[src/sv/lgs_pkg.sv]
`default_nettype none
package lgs_pkg;

  localparam int GRID_COLS = 30;
  localparam int GRID_ROWS = 15;
  localparam int COL_W = $clog2(GRID_COLS);
  localparam int ROW_W = $clog2(GRID_ROWS);

  typedef enum logic [2:0] {
    OP_STEP    = 3'd0,
    OP_CLEAR   = 3'd1,
    OP_SET     = 3'd2,
    OP_BLOCK   = 3'd3,
    OP_BEEHIVE = 3'd4
  } lgs_op_t;

  typedef enum logic [2:0] {
    ST_INIT,
    ST_IDLE,
    ST_PRIME,
    ST_STEP,
    ST_DRAW_RD,
    ST_DRAW_WR,
    ST_DRAW_OUT
  } lgs_state_t;

  typedef struct packed {
    logic [2:0]       op;
    logic [COL_W-1:0] pos_x;
    logic [ROW_W-1:0] pos_y;
  } in_word_t;

  typedef struct packed {
    logic [COL_W-1:0]     column_index;
    logic [GRID_ROWS-1:0] column_bits;
    logic                 last;
  } out_word_t;

  // three rows of one pattern column, bit 0 is the origin row
  typedef struct packed {
    logic [2:0] mask;
    logic [2:0] val;
  } draw_pat_t;

  // start pattern: (3,3) (5,3) (4,4) (4,5) (5,4)
  function automatic logic [GRID_ROWS-1:0] init_column(input logic [COL_W-1:0] c);
    logic [GRID_ROWS-1:0] bits;
    bits = '0;
    case (c)
      COL_W'(3): bits = GRID_ROWS'(15'h0008);
      COL_W'(4): bits = GRID_ROWS'(15'h0030);
      COL_W'(5): bits = GRID_ROWS'(15'h0018);
      default:   bits = '0;
    endcase
    return bits;
  endfunction

  function automatic draw_pat_t draw_pattern(input logic [2:0] op, input logic [2:0] off,
                                             input logic hive_ok);
    draw_pat_t p;
    p = '0;
    case (op)
      OP_CLEAR: begin
        p.mask = (off == 3'd0) ? 3'b001 : 3'b000;
        p.val  = 3'b000;
      end
      OP_SET: begin
        p.mask = (off == 3'd0) ? 3'b001 : 3'b000;
        p.val  = 3'b001;
      end
      OP_BLOCK: begin
        p.mask = 3'b111;
        p.val  = (off == 3'd0) ? 3'b000 : 3'b110;
      end
      OP_BEEHIVE: begin
        if (hive_ok) begin
          p.mask = 3'b111;
          p.val  = (off == 3'd0 || off == 3'd3) ? 3'b010 : 3'b101;
        end
      end
      default: p = '0;
    endcase
    return p;
  endfunction

endpackage
`default_nettype wire

[src/sv/lgs_ram.sv]
`default_nettype none
module lgs_ram #(
  parameter int WIDTH = 15,
  parameter int DEPTH = 30
) (
  input  wire                     clk,
  input  wire                     we,
  input  wire [$clog2(DEPTH)-1:0] waddr,
  input  wire [WIDTH-1:0]         wdata,
  input  wire                     re,
  input  wire [$clog2(DEPTH)-1:0] raddr,
  output logic [WIDTH-1:0]        rdata
);

  logic [WIDTH-1:0] mem_r [DEPTH];
  logic [WIDTH-1:0] rdata_r;

  always_ff @(posedge clk) begin
    if (we) begin
      mem_r[waddr] <= wdata;
    end
    if (re) begin
      rdata_r <= mem_r[raddr];
    end
  end

  assign rdata = rdata_r;

endmodule
`default_nettype wire

[src/sv/lgs_life_col.sv]
`default_nettype none
module lgs_life_col (
  input  wire [lgs_pkg::GRID_ROWS-1:0] prev_col,
  input  wire [lgs_pkg::GRID_ROWS-1:0] cur_col,
  input  wire [lgs_pkg::GRID_ROWS-1:0] next_col,
  output logic [lgs_pkg::GRID_ROWS-1:0] new_col
);
  import lgs_pkg::*;

  logic [GRID_ROWS+1:0] p_pad;
  logic [GRID_ROWS+1:0] c_pad;
  logic [GRID_ROWS+1:0] n_pad;
  logic [3:0]           cnt;

  // rows outside the grid read as dead
  assign p_pad = {1'b0, prev_col, 1'b0};
  assign c_pad = {1'b0, cur_col, 1'b0};
  assign n_pad = {1'b0, next_col, 1'b0};

  always_comb begin
    cnt = '0;
    new_col = '0;
    for (int r = 0; r < GRID_ROWS; r++) begin
      cnt = 4'(p_pad[r]) + 4'(p_pad[r+1]) + 4'(p_pad[r+2])
          + 4'(c_pad[r]) + 4'(c_pad[r+2])
          + 4'(n_pad[r]) + 4'(n_pad[r+1]) + 4'(n_pad[r+2]);
      new_col[r] = (cnt == 4'd3) || (cnt == 4'd2 && c_pad[r+1]);
    end
  end

endmodule
`default_nettype wire

[src/sv/life_grid_generation_step.sv]
// life grid, rule B3/S23, 30 columns by 15 rows, edges do not wrap.
// input channel (in_valid/in_ready/in_data): one word per command. op step
// computes the next generation and answers with 30 words, columns 0 to 29,
// last set on column 29. draw ops (clear, set, block, beehive) answer with
// one word holding column pos_x after the write, last set; unknown ops
// give no answer.
// a step accepts the command, primes the read of column 0, then moves one
// column per cycle through the grid memory while the receiver takes words
// (read of column c+2 while column c is written back). a draw reads and
// writes back each touched column, up to 4 columns, then finds the end of
// the pattern and outputs one word; pos_x outside the grid touches none.
// results leave through an output register, so the next command is taken as
// soon as the engine is idle even while the last word waits. a stalled
// receiver holds the sweep in place; nothing is dropped.
// after reset the memory is loaded with the five-cell start pattern, one
// column a cycle, with in_ready low.
`default_nettype none
module life_grid_generation_step (
  input  wire                 clk,
  input  wire                 rst_n,
  input  wire                 in_valid,
  output logic                in_ready,
  input  wire lgs_pkg::in_word_t  in_data,
  output logic                out_valid,
  input  wire                 out_ready,
  output lgs_pkg::out_word_t  out_data
);
  import lgs_pkg::*;

  lgs_state_t           state_r, state_nxt;
  logic [COL_W-1:0]     col_r, col_nxt;
  logic [2:0]           off_r, off_nxt;
  logic [2:0]           op_r, op_nxt;
  logic [COL_W-1:0]     x_r, x_nxt;
  logic [ROW_W-1:0]     y_r, y_nxt;
  logic [GRID_ROWS-1:0] prev_r, prev_nxt;
  logic [GRID_ROWS-1:0] cur_r, cur_nxt;
  logic [GRID_ROWS-1:0] hold_r, hold_nxt;
  logic                 out_valid_r;
  out_word_t            out_data_r, out_data_nxt;
  logic                 out_load;

  logic                 ram_we;
  logic [COL_W-1:0]     ram_waddr;
  logic [GRID_ROWS-1:0] ram_wdata;
  logic                 ram_re;
  logic [COL_W-1:0]     ram_raddr;
  logic [GRID_ROWS-1:0] ram_rdata;

  logic [GRID_ROWS-1:0] window_next;
  logic [GRID_ROWS-1:0] life_col;
  logic                 slot_free;
  logic                 last_col;
  logic [COL_W:0]       ahead_addr;
  logic [COL_W:0]       draw_addr;
  logic                 hive_ok;
  logic [2:0]           draw_cols;
  draw_pat_t            pat;
  logic [GRID_ROWS+2:0] mask_wide;
  logic [GRID_ROWS+2:0] val_wide;
  logic [GRID_ROWS-1:0] draw_mask;
  logic [GRID_ROWS-1:0] draw_val;

  lgs_ram #(
    .WIDTH (GRID_ROWS),
    .DEPTH (GRID_COLS)
  ) u_grid (
    .clk   (clk),
    .we    (ram_we),
    .waddr (ram_waddr),
    .wdata (ram_wdata),
    .re    (ram_re),
    .raddr (ram_raddr),
    .rdata (ram_rdata)
  );

  lgs_life_col u_life (
    .prev_col (prev_r),
    .cur_col  (cur_r),
    .next_col (window_next),
    .new_col  (life_col)
  );

  assign slot_free   = !out_valid_r || out_ready;
  assign last_col    = (col_r == COL_W'(GRID_COLS - 1));
  assign window_next = last_col ? '0 : ram_rdata;
  assign ahead_addr  = {1'b0, col_r} + (COL_W+1)'(2);

  // draw geometry
  assign draw_addr = {1'b0, x_r} + (COL_W+1)'(off_r);
  assign hive_ok   = ({1'b0, x_r} + (COL_W+1)'(3)) < (COL_W+1)'(GRID_COLS);
  assign pat       = draw_pattern(op_r, off_r, hive_ok);
  assign mask_wide = {{GRID_ROWS{1'b0}}, pat.mask} << y_r;
  assign val_wide  = {{GRID_ROWS{1'b0}}, pat.val} << y_r;
  assign draw_mask = mask_wide[GRID_ROWS-1:0];
  assign draw_val  = val_wide[GRID_ROWS-1:0];

  always_comb begin
    case (op_r)
      OP_CLEAR, OP_SET: draw_cols = 3'd1;
      OP_BLOCK:         draw_cols = 3'd3;
      // an ignored beehive still reads column x once for the answer
      OP_BEEHIVE:       draw_cols = hive_ok ? 3'd4 : 3'd1;
      default:          draw_cols = 3'd0;
    endcase
  end

  always_comb begin
    state_nxt    = state_r;
    col_nxt      = col_r;
    off_nxt      = off_r;
    op_nxt       = op_r;
    x_nxt        = x_r;
    y_nxt        = y_r;
    prev_nxt     = prev_r;
    cur_nxt      = cur_r;
    hold_nxt     = hold_r;
    out_data_nxt = out_data_r;
    out_load     = 1'b0;
    in_ready     = 1'b0;
    ram_we       = 1'b0;
    ram_waddr    = col_r;
    ram_wdata    = life_col;
    ram_re       = 1'b0;
    ram_raddr    = '0;

    case (state_r)
      ST_INIT: begin
        ram_we    = 1'b1;
        ram_waddr = col_r;
        ram_wdata = init_column(col_r);
        if (last_col) begin
          col_nxt   = '0;
          state_nxt = ST_IDLE;
        end else begin
          col_nxt = col_r + COL_W'(1);
        end
      end

      ST_IDLE: begin
        in_ready = 1'b1;
        if (in_valid) begin
          op_nxt  = in_data.op;
          x_nxt   = in_data.pos_x;
          y_nxt   = in_data.pos_y;
          off_nxt = '0;
          case (in_data.op)
            OP_STEP: begin
              ram_re    = 1'b1;
              ram_raddr = '0;
              state_nxt = ST_PRIME;
            end
            OP_CLEAR, OP_SET, OP_BLOCK, OP_BEEHIVE: begin
              state_nxt = ST_DRAW_RD;
            end
            default: state_nxt = ST_IDLE;
          endcase
        end
      end

      ST_PRIME: begin
        prev_nxt  = '0;
        cur_nxt   = ram_rdata;
        col_nxt   = '0;
        ram_re    = 1'b1;
        ram_raddr = COL_W'(1);
        state_nxt = ST_STEP;
      end

      ST_STEP: begin
        // window is prev_r, cur_r and the column just read
        if (slot_free) begin
          ram_we       = 1'b1;
          ram_waddr    = col_r;
          ram_wdata    = life_col;
          out_load     = 1'b1;
          out_data_nxt = '{column_index: col_r, column_bits: life_col, last: last_col};
          prev_nxt     = cur_r;
          cur_nxt      = window_next;
          if (last_col) begin
            col_nxt   = '0;
            state_nxt = ST_IDLE;
          end else begin
            col_nxt   = col_r + COL_W'(1);
            ram_raddr = ahead_addr[COL_W-1:0];
            ram_re    = (ahead_addr < (COL_W+1)'(GRID_COLS));
          end
        end
      end

      ST_DRAW_RD: begin
        if (off_r < draw_cols && draw_addr < (COL_W+1)'(GRID_COLS)) begin
          ram_re    = 1'b1;
          ram_raddr = draw_addr[COL_W-1:0];
          state_nxt = ST_DRAW_WR;
        end else begin
          state_nxt = ST_DRAW_OUT;
        end
      end

      ST_DRAW_WR: begin
        ram_we    = 1'b1;
        ram_waddr = draw_addr[COL_W-1:0];
        ram_wdata = (ram_rdata & ~draw_mask) | (draw_val & draw_mask);
        if (off_r == 3'd0) begin
          hold_nxt = ram_wdata;
        end
        off_nxt   = off_r + 3'd1;
        state_nxt = ST_DRAW_RD;
      end

      ST_DRAW_OUT: begin
        if (slot_free) begin
          out_load     = 1'b1;
          out_data_nxt = '{column_index: x_r,
                           column_bits: ({1'b0, x_r} < (COL_W+1)'(GRID_COLS)) ? hold_r : '0,
                           last: 1'b1};
          state_nxt    = ST_IDLE;
        end
      end

      default: state_nxt = ST_IDLE;
    endcase
  end

  always_ff @(posedge clk) begin
    if (!rst_n) begin
      state_r     <= ST_INIT;
      col_r       <= '0;
      off_r       <= '0;
      out_valid_r <= 1'b0;
    end else begin
      state_r <= state_nxt;
      col_r   <= col_nxt;
      off_r   <= off_nxt;
      if (out_load) begin
        out_valid_r <= 1'b1;
      end else if (out_ready) begin
        out_valid_r <= 1'b0;
      end
    end
  end

  always_ff @(posedge clk) begin
    op_r       <= op_nxt;
    x_r        <= x_nxt;
    y_r        <= y_nxt;
    prev_r     <= prev_nxt;
    cur_r      <= cur_nxt;
    hold_r     <= hold_nxt;
    out_data_r <= out_data_nxt;
  end

  assign out_valid = out_valid_r;
  assign out_data  = out_data_r;

endmodule
`default_nettype wire

[config.mk]
export PLATFORM = sky130hd
export DESIGN_NAME = life_grid_generation_step
export DESIGN_NICKNAME = d
export VERILOG_FILES = /design/src/sv/lgs_pkg.sv /design/src/sv/lgs_ram.sv /design/src/sv/lgs_life_col.sv /design/src/sv/life_grid_generation_step.sv
export SDC_FILE = /design/constraint.sdc
export NUM_CORES = 1
export LEC_CHECK = 0
export ABC_AREA = 1
export BUFFER_PORTS_ARGS = -buffer_cell sky130_fd_sc_hd__clkbuf_2
export CORE_AREA = 2 2 233 235
export CTS_CLUSTER_DIAMETER = 60
export DETAILED_ROUTE_END_ITERATION = 6
export DIE_AREA = 0 0 235 237
export GPL_TIMING_DRIVEN = 1
export PLACE_DENSITY = 0.68
export SLEW_MARGIN = 20
export SYNTH_ARGS = -nofsm -noshare
export SYNTH_HDL_FRONTEND = slang
export SYNTH_HIERARCHICAL = 1
export SYNTH_SLANG_ARGS = --single-unit
[constraint.sdc]
create_clock -name clk -period 4.21 [get_ports clk]
set_input_delay 0.842 -clock clk [delete_from_list [all_inputs] [get_ports clk]]
set_output_delay 0.842 -clock clk [all_outputs]
set_load 0.005 [all_outputs]
## Word level (Yosys, flattened, before mapping)

Memory sizes are Yosys's and may differ from the RTL's. A register that Yosys moved wholly into a read port is not among the register bits.
Index checks and enable logic that the tools add are counted.

- Add/sub/neg operators: 103
- Order comparisons: 5
- Equal/unequal tests: 52
- Shift-type cells: 2
- Mux-type cells: 49
- Bitwise gates (word level): 4
- Reduce and logical (&&, ||, !) cells: 53

Operators by type and width:

| cell | count |
|---|---|
| $add A4 B1 Y4 | 84 |
| $eq A4 B2 Y1 const B | 30 |
| $pmux W15 S2 | 3 |
| $mux W15 | 4 |
| $mux W21 | 2 |
| $pmux W21 S2 | 1 |
| $and A15 B15 Y15 | 2 |
| $mux W5 | 6 |
| $pmux W5 S3 | 2 |
| $shl A3 B4 Y15 | 2 |
| $add A1 B1 Y2 | 14 |
| $mux W3 | 8 |
| $pmux W6 S4 | 1 |
| $eq A3 B2 Y1 const B | 7 |
| $pmux W3 S7 | 1 |
| $lt A6 B5 Y1 const B | 3 |
| $pmux W6 S3 | 1 |
| $logic_or A1 B1 Y1 | 17 |
| $logic_and A1 B1 Y1 | 16 |
| $eq A3 B3 Y1 const B | 5 |
| $not A15 Y15 | 1 |
| $or A15 B15 Y15 | 1 |
| $mux W1 | 13 |
| $add A5 B2 Y6 const B | 2 |
| 24 further kinds | 42 |

- Register bits after elaboration: 90
- Memory bits (writable): 450
- Input port bits: 16
- Output and inout port bits: 23
- Logic and storage cells: 282
- Memories kept: 1

Memory list:

| memory | words | width | rd ports | clocked after memory_dff | write ports | RTL line | RTL |
|---|---|---|---|---|---|---|---|
| u_grid.mem_r | 30 | 15 | 1 | 1 | 1 | lgs_ram.sv:15 | `logic [WIDTH-1:0] mem_r [DEPTH];` |

## Longest topological paths before layout

Gate-level depths: netlist (run 1).

- Word-level depth: 12
- Gate-level depth with buffers: 25
- Gate-level depth less buffers: 23

## Cells and area by module

Netlist (run 1), hierarchy kept.

Modules (own cells, without submodules):

| module | times used | cells each | area an instance (sq um) | sequential area each (sq um) |
|---|---|---|---|---|
| lgs_ram | 1 | 1593 | 18736.7 | 13963.4 |
| life_grid_generation_step | 1 | 624 | 5084.9 | 2582.5 |
| lgs_life_col | 1 | 317 | 2511.2 | 0.0 |

## Worst setup path before layout (run 1)

Ideal clock, no wire load.

- Path type: register to register
- Start: register col_r[1]
- End: memory u_grid.mem_r[0][4] (data pin)
- Library setup time: 0.383 ns
- Arrival: 3.693 ns
- Required time: 3.827 ns
- Slack: 0.133 ns
- Stages on the path, launching flop included: 17
- Buffers on the path: 1
- Clock period less this slack: 4.077 ns
- Path through: dfxtp_1 inv_1 ha_1 inv_1 nor3_4 clkbuf_1 nor2_1 inv_1 fa_1 fa_1 inv_1 ha_1 fa_1 nand3_1 a21oi_1 a211oi_1 nand2_1

- Elaborated cells on any way between the ends: 14
- Classes of those cells: add/sub (3); eq/ne (6); mux (3); reduce/logical (2)

RTL lines:

| element | RTL line | RTL |
|---|---|---|
| start, declared | life_grid_generation_step.sv:31 | `logic [COL_W-1:0] col_r, col_nxt;` |
| start signal, assigned | life_grid_generation_step.sv:234 | `col_r <= col_nxt;` |
| $eq A5 B5 Y1 * | life_grid_generation_step.sv:85 | `assign last_col = (col_r == COL_W'(GRID_COLS - 1));` |
| $mux W15 * | life_grid_generation_step.sv:86 | `assign window_next = last_col ? '0 : ram_rdata;` |
| net window_next[4] | life_grid_generation_step.sv:50 | `logic [GRID_ROWS-1:0] window_next;` |
| $add A4 B1 Y4 * (2 in a row) | lgs_life_col.sv:26 | `+ 4'(n_pad[r]) + 4'(n_pad[r+1]) + 4'(n_pad[r+2]);` |
| $eq A4 B2 Y1 | lgs_life_col.sv:27 | `new_col[r] = (cnt == 4'd3) \|\| (cnt == 4'd2 && c_pad[r+1]);` |
| $logic_and A1 B1 Y1 | lgs_life_col.sv:27 |  |
| $logic_or A1 B1 Y1 * | lgs_life_col.sv:27 |  |
| net life_col[4] | life_grid_generation_step.sv:51 | `logic [GRID_ROWS-1:0] life_col;` |
| $pmux W15 S2 * | life_grid_generation_step.sv:127 | `case (state_r)` |
| net ram_wdata[4] | life_grid_generation_step.sv:45 | `logic [GRID_ROWS-1:0] ram_wdata;` |
| end, declared | lgs_ram.sv:15 |  |

The timed path passes the listed nets; every way through them passes the cells marked *.

## Worst setup path in the final report (run 1)

- Start: register col_r[1]
- End: memory u_grid.mem_r[23][3] (data pin)

Same word-level chain as after synthesis.

==> reports/results.md, run 1 <==
| Quantity | Reported | Unit |
| --- | --- | --- |
| Setup violation total in the final timing report | 0 | - |
| XOR/XNOR Fraction of Synth Area | 0.00133 | - |
| Cell count of the worst reg-to-reg path | 16 | - |
| Drt first-iter violations | 1912 | - |
| Dominant combinational cell family by area after synthesis | simple AND/OR/NAND/NOR gates | - |
| Largest driver fanout on the critical path | 30 | - |
| Post-layout instance count excluding filler cells | 3359 | - |
| Number of buffers between clock root and the deepest sink | 3 | - |
| Last weighted congestion value of the routability-driven placer | 0.912 | - |
| FMAX | 248 | MHz |
| Antenna-violating nets left | 0 | - |
| HPWL after detailed placement | 42400 | um |
| Clk sink count | 555 | - |
| Routed via count divided by cell count | 5.51 | - |
| Result of the run | complete, no violations | - |
| Number of warnings reported in the yosys synthesis log | 6 | - |
| Largest cells by area after synthesis | sky130_fd_sc_hd__edfxtp_1 62%, sky130_fd_sc_hd__nand2_1 12%, sky130_fd_sc_hd__nand3_1 7.9% | - |
| Synth cell count leaders | 836 x sky130_fd_sc_hd__nand2_1, 543 x sky130_fd_sc_hd__edfxtp_1, 414 x sky130_fd_sc_hd__nand3_1 | - |
| FF-to-FF End | u_grid/mem_r[23][3] | - |
| Number of H-tree levels | 2 | - |
| Core area | 0.0533 | sq mm |
| Antenna Diode Count | 0 | - |
| Fin worst setup slack | 175 | ps |
| DIE HEIGHT | 237 | um |
| Starting density of the core | 0.494 | - |
| Number of design rule violations left after detail routing | 0 | - |
| # IOs | 39 | - |
| Proportion of netlist area held by the largest area contributor | 0.619 | - |
| Fraction of the mapped netlist area in simple logic gates | 0.226 | - |
| Die area | 0.0557 | sq mm |
| Clock slew at reported path FFs | 60 | ps |
| Power consumption | 14.7 | mW |
| Wire length of the first global-routing pass | 105000 | um |
| Hold Violations, Final | 0 | - |
| Most repeated cell in the gate-level netlist after synthesis | sky130_fd_sc_hd__nand2_1 | - |
| Number of buffer cells added on primary ports | 38 | - |
| Worst hold start | in_data[7] | - |
| Fraction of final layout cells sized beyond drive strength 1 | 0.0961 | - |
| Worst Hold Depth | 1 | - |
| PD cells | 491 | mW/mm^2 |
| Min Clock Period, post-route | 4030 | ps |
| Number of cells in the design after placement | 3250 | - |
| Hold Crit Class | primary input to register | - |
| Pin count of the biggest net entering global routing | 78 | - |
| Clock Tree Root | sky130_fd_sc_hd__clkbuf_16 | - |
| Kind of critical path | register to register | - |
| Total CTS buffers | 59 | - |
| Total number of vias | 18520 | - |
| Final global-route overflow total | 0 | - |
| Slew at the pin with the worst max-slew slack | 1090 | ps |
| Number of cells produced by synthesis | 2534 | - |
| Pins Over Slew Limit | 0 | - |
| Reg-to-reg startpoint | col_r[1] | - |
| Capturing element type of the critical path | register | - |
| Post-DR wirelength/cell | 20.1 | um |
| Mux cell area share after synthesis | 0 | - |
| Synth area leader | sky130_fd_sc_hd__edfxtp_1 | - |
| Iteration count of the initial detailed-routing pass | 7 | - |
| Fraction of synthesis flops using an asynchronous set or reset pin | 0 | - |
| Antenna violations before repair | 0 | - |
| Adder and majority cell fraction of the synthesized area | 0.0690 | - |
| Unrepaired setup endpoints after global routing | true | - |
| Total of max-cap violations | 0 | - |
| Worst-case clock skew | 14.5 | ps |
| Relative slew margins | 0.265 | - |
| Share of the yosys chip area belonging to registers | 0.628 | - |
| Count of unique library cells instantiated by Yosys | 42 | - |
| Post-Synthesis Cell Area | 0.0263 | sq mm |
| Number of enable flip-flop cells after synthesis | 543 | - |
| Clock insertion delay at the later pin of the skew report | 620 | ps |
| Post-synthesis to final-layout area growth | 13.5 | % |
| Leak pwr | 12.1 | nW |
| Vias in the first global route | 18219 | - |
| Count of standard-cell rows | 85 | - |
| All-layer global routing usage | 0.243 | - |
| Critical path data arrival time | 4360 | ps |
| Worst vdd ir | 395 | uV |
| Setup slack, reg-to-reg | 180 | ps |
| End-of-flow core utilization | 0.561 | - |
| Post-layout nets | 2744 | - |
| Startpoint type of the worst setup path | register | - |
| Average cell area after synthesis | 10.4 | sq um |
| Width of the die | 235 | um |
| Worst setup timing slack at the placement stage | 104 | ps |
| Post-synth top flop | sky130_fd_sc_hd__edfxtp_1 | - |
| TritonCTS clock tree | done | - |
| Register bit total from synthesis | 555 | - |
| Share of the clock period used by the worst path | 0.958 | - |
| Share of the synthesized area in compound gates (AO/OA/AOI/OAI) | 0.0205 | - |
| Hold buffer count at cts | 0 | - |
| Worst min-delay path endpoint | x_r[3] | - |
| Post-synthesis net count | 2661 | - |
| Worst EP required | 4530 | ps |
| Aggregate routed wire length | 67400 | um |
==> worst max-delay path, cell delays in order (launching register included) <==
cell and delay, ps:
sky130_fd_sc_hd__dfxtp_1 310, sky130_fd_sc_hd__inv_1 120, sky130_fd_sc_hd__ha_1 160, sky130_fd_sc_hd__inv_1 60
sky130_fd_sc_hd__nor3_4 240, sky130_fd_sc_hd__nor2_1 130, sky130_fd_sc_hd__inv_1 140, sky130_fd_sc_hd__fa_1 450
sky130_fd_sc_hd__fa_1 490, sky130_fd_sc_hd__inv_1 40, sky130_fd_sc_hd__ha_1 200, sky130_fd_sc_hd__fa_1 450
sky130_fd_sc_hd__nand3_1 100, sky130_fd_sc_hd__a21oi_1 60, sky130_fd_sc_hd__a221oi_1 420, sky130_fd_sc_hd__nand2_1 100
sky130_fd_sc_hd__buf_4 240
==> what timing repair did <==
item,4_1_cts,5_1_grt
endpoints found under the setup margin,0,73
resized for setup,0,7
buffers inserted,0,2
hold endpoints to repair,0,0
==> cell usage in the layout (no fill, tap or decap), types with 54 or more instances in the layout <==
| cell type | Yosys | routed |
|---|---|---|
| sky130_fd_sc_hd__nand2_1 | 836 | 836 |
| sky130_fd_sc_hd__ha_1 | 54 | 54 |
| sky130_fd_sc_hd__inv_1 | 235 | 235 |
| sky130_fd_sc_hd__buf_4 | 14 | 74 |
| sky130_fd_sc_hd__nand3_1 | 414 | 412 |
| sky130_fd_sc_hd__edfxtp_1 | 543 | 543 |
| sky130_fd_sc_hd__fa_1 | 57 | 57 |
| sky130_fd_sc_hd__clkbuf_16 | 0 | 60 |
| sky130_fd_sc_hd__nor2_1 | 121 | 119 |
==> logic make-up after synthesis <==
| logic type | Yosys count |
|---|---|
| XOR/XNOR | 4 |
| adder cells (fa/ha/maj) | 111 |
| buffers and inverters | 357 |
| flip-flops | 555 |
| AO/OA/AOI/OAI | 96 |
| AND/OR/NAND/NOR | 1411 |
==> metal layers <==
layer	up-vias	track usage	wire (um)
met5	-	0	0
met4	0	0.0913	2400
met3	133	0.0396	4910
met2	725	0.391	31900
met1	9007	0.334	28200
li1	8655	-	-
==> report_power, final <==
part	internal [mW]	total, mW	switching (mW)
Clock	3.02	5.18	2.16
Sequential	6.68	6.79	0.107
Combinational	0.805	2.70	1.89
==> sequential cells by signal, summed over array words and instances, names as in the netlist <==
| name | flops |
|---|---|
| out_valid | 1 |
| u_grid/rdata | 15 |
| x_r | 5 |
| out_data | 21 |
| cur_r | 15 |
| hold_r | 15 |
| op_r | 3 |
| prev_r | 15 |
| u_grid/mem_r | 450 |
| col_r | 5 |
| off_r | 3 |
| state_r | 3 |
| y_r | 4 |
==> worst max-delay path by stage <==
| stage | startpoint | end | depth (start not counted) |
|---|---|---|---|
| final | col_r[1] | u_grid/mem_r[23][3] | 16 |
| after global routing | x_r[1] | u_grid/rdata[11] | 23 |
| after CTS | col_r[1] | u_grid/mem_r[2][7] | 17 |
| after detailed placement | col_r[1] | u_grid/mem_r[12][7] | 17 |
| after global placement | col_r[1] | u_grid/mem_r[12][7] | 17 |
| after floorplan | col_r[1] | u_grid/mem_r[0][4] | 16 |
==> metrics by stage <==
step / TNS, ps / hold slack [ps] / cell area, sq um
finish: 0 / 405 / 29900
global route: -9.59 / 389 / 29900
CTS: 0 / 382 / 29800
detailed placement: 0 / 537 / 27900
global placement: 0 / 515 / 27900
floorplan: 0 / 475 / 26300
==> layout make-up <==
cell class | instances | area, sq um
Clock buffer | 64 | 1520
Clock inverter | 43 | 417
Fill cell | 4391 | 23400
Inverter | 244 | 926
Multi-Input combinational cell | 1622 | 8410
Sequential cell | 555 | 16500
Tap cell | 696 | 871
Timing Repair Buffer | 135 | 1200
Note: power is estimated with default switching activity, not from simulation.
==> inputs of run 2 (changes only) <==
- PLACE_DENSITY: 0.68 -> 0.78
==> run 2 against run 1 <==
  * Via count up 2.9%
  * Hold slack got worse by 9.1 ps
  * Core utilization down 0.36 points
  * Largest cell class unchanged
  * Fmax increased by 0.46%
  * Largest power group unchanged
  * Register-to-register slack better by 20 ps
  * Global-route usage about the same
==> reports/results.md, run 2 (same netlist as run 1, synthesis figures left out) <==
| Quantity | Reported | Unit |
| --- | --- | --- |
| Result of the run | complete, no violations | - |
| Worst Hold Depth | 1 | - |
| Number of buffers between clock root and the deepest sink | 3 | - |
| Iteration count of the initial detailed-routing pass | 6 | - |
| Routed via count divided by cell count | 5.69 | - |
| Post-synthesis to final-layout area growth | 12.7 | % |
| Setup slack, reg-to-reg | 190 | ps |
| PD cells | 489 | mW/mm^2 |
| Cell count of the worst reg-to-reg path | 18 | - |
| Pin count of the biggest net entering global routing | 114 | - |
| Capturing element type of the critical path | register | - |
| DIE HEIGHT | 237 | um |
| Aggregate routed wire length | 69100 | um |
| Reg-to-reg startpoint | col_r[1] | - |
| Final global-route overflow total | 0 | - |
| Kind of critical path | register to register | - |
| Worst min-delay path endpoint | x_r[2] | - |
| Hold Crit Class | primary input to register | - |
| Total number of vias | 19064 | - |
| Worst-case clock skew | 42.4 | ps |
| Number of H-tree levels | 2 | - |
| Antenna violations before repair | 0 | - |
| Setup violation total in the final timing report | 0 | - |
| Critical path cell sequence | inv_1, ha_1, inv_1, nor3_4, buf_6, nor2_1, inv_1, fa_1, fa_1, inv_1, ha_1, fa_1, nand2_1, nand3_1, a21oi_1, a211oi_1, nand2_1, buf_12 | - |
| Leading cell type in the layout, fill and taps excluded | sky130_fd_sc_hd__nand2_1 | - |
| Wire length of the first global-routing pass | 105000 | um |
| Worst hold start | in_data[6] | - |
| Number of buffers and inverters on the critical path | 6 | - |
| Unrepaired setup endpoints after global routing | true | - |
| Relative slew margins | 0.446 | - |
| Core area | 0.0533 | sq mm |
| Clk sink count | 555 | - |
| All-layer global routing usage | 0.243 | - |
| Post-DR wirelength/cell | 20.6 | um |
| Worst vdd ir | 304 | uV |
| Die area | 0.0557 | sq mm |
| Total of max-cap violations | 0 | - |
| Post-layout nets | 2735 | - |
| Biggest register | u_grid/mem_r | - |
| Cell type of the slowest stage on the worst timing path | sky130_fd_sc_hd__fa_1 | - |
| # IOs | 39 | - |
| Post-layout instance count excluding filler cells | 3350 | - |
| FMAX | 249 | MHz |
| Number of design rule violations left after detail routing | 0 | - |
| HPWL after detailed placement | 42400 | um |
| Width of the die | 235 | um |
| Worst EP required | 4660 | ps |
| Crit-path most repeated cell | sky130_fd_sc_hd__inv_1 | - |
| Clock insertion delay at the later pin of the skew report | 640 | ps |
| Critical path data arrival time | 4460 | ps |
| Largest driver fanout on the critical path | 30 | - |
| Antenna-violating nets left | 0 | - |
| Category of cells accounting for the largest share of critical-path delay | adder cells | - |
| Last weighted congestion value of the routability-driven placer | 0.896 | - |
| FF-to-FF End | u_grid/mem_r[28][4] | - |
| Starting density of the core | 0.494 | - |
| Share of the clock period used by the worst path | 0.954 | - |
| Number of cells in the design after placement | 3242 | - |
| Summed negative setup slack over all endpoints | 0 | ps |
| Count of standard-cell rows | 85 | - |
| Max FFs per register | 450 | - |
| Fraction of final layout cells sized beyond drive strength 1 | 0.0897 | - |
| Top library cells by usage in the layout, fill and taps aside | 836 x sky130_fd_sc_hd__nand2_1, 543 x sky130_fd_sc_hd__edfxtp_1, 413 x sky130_fd_sc_hd__nand3_1 | - |
| Total CTS buffers | 55 | - |
| Number of buffer cells added on primary ports | 38 | - |
| Hold buffer count at cts | 0 | - |
| Crit-path max cell delay | 500 | ps |
| Worst Hold Slack | 396 | ps |
| Hold Violations, Final | 0 | - |
| Leak pwr | 12.0 | nW |
| TritonCTS clock tree | done | - |
| Antenna Diode Count | 0 | - |
| Startpoint type of the worst setup path | register | - |
| Slew at the pin with the worst max-slew slack | 823 | ps |
| Clock Tree Root | sky130_fd_sc_hd__clkbuf_16 | - |
| Fill cell total of the finished layout | 4282 | - |
| Drt first-iter violations | 2122 | - |
| Clock slew at reported path FFs | 60 | ps |
| Min Clock Period, post-route | 4020 | ps |
| Vias in the first global route | 18887 | - |
| Pins Over Slew Limit | 0 | - |
run 2: cell types whose count changed in the layout (fill, tap and decap cells not counted), sizes merged:
cell      before  now
buf           97   91
clkinv        30   35
clkinvlp       5    0
inv          245  242
run 2: report_power, final:
part | switching (mW) | total [mW] | internal, mW
Sequential | 0.124 | 6.80 | 6.68
Clock | 2.11 | 4.94 | 2.83
Combinational | 1.94 | 2.77 | 0.824
run 2: what timing repair did:
action / in CTS / in global routing
buffers inserted: 0 / 3
resized for setup: 0 / 11
endpoints found under the setup margin: 0 / 182
run 2: layer usage:
metal	GRT usage	wire (um)	up-vias
met5	0	0	-
met1	0.323	26500	9119
met4	0.105	2880	0
li1	-	-	8634
met2	0.396	32600	1117
met3	0.0436	7030	194
run 2: metrics by stage:
step                      instance area (sq um)   util  power [mW]  setup slack, ps
after CTS                                 29600  0.556        14.5              141
after detailed placement                  27800  0.522        9.58              214
after global routing                      29700  0.557        15.1            -22.8
after floorplan                           26300      -        8.52              133
after global placement                    27800  0.522        9.45              267
final                                     29700  0.557        14.5              194
run 2: worst max-delay path by stage:
stage,startpoint,to,depth (start not counted)
6_report,col_r[1],u_grid/mem_r[28][4],18
5_1_grt,x_r[1],u_grid/rdata[7],23
4_1_cts,col_r[2],u_grid/mem_r[24][9],15
3_5_place_dp,x_r[1],u_grid/rdata[5],21
3_3_place_gp,col_r[1],u_grid/mem_r[23][4],17
2_1_floorplan,col_r[1],u_grid/mem_r[0][4],16
run 2: final cells by class:
cell class | instances | area (sq um) | area share
clock inverters | 40 | 414 | 0.0140
clock buffers | 63 | 1410 | 0.0474
repair buffers | 130 | 1140 | 0.0383
inverters | 244 | 923 | 0.0311
well taps | 696 | 871 | 0.0293
flip-flops and latches | 555 | 16500 | 0.557
multi-input cells | 1622 | 8390 | 0.283
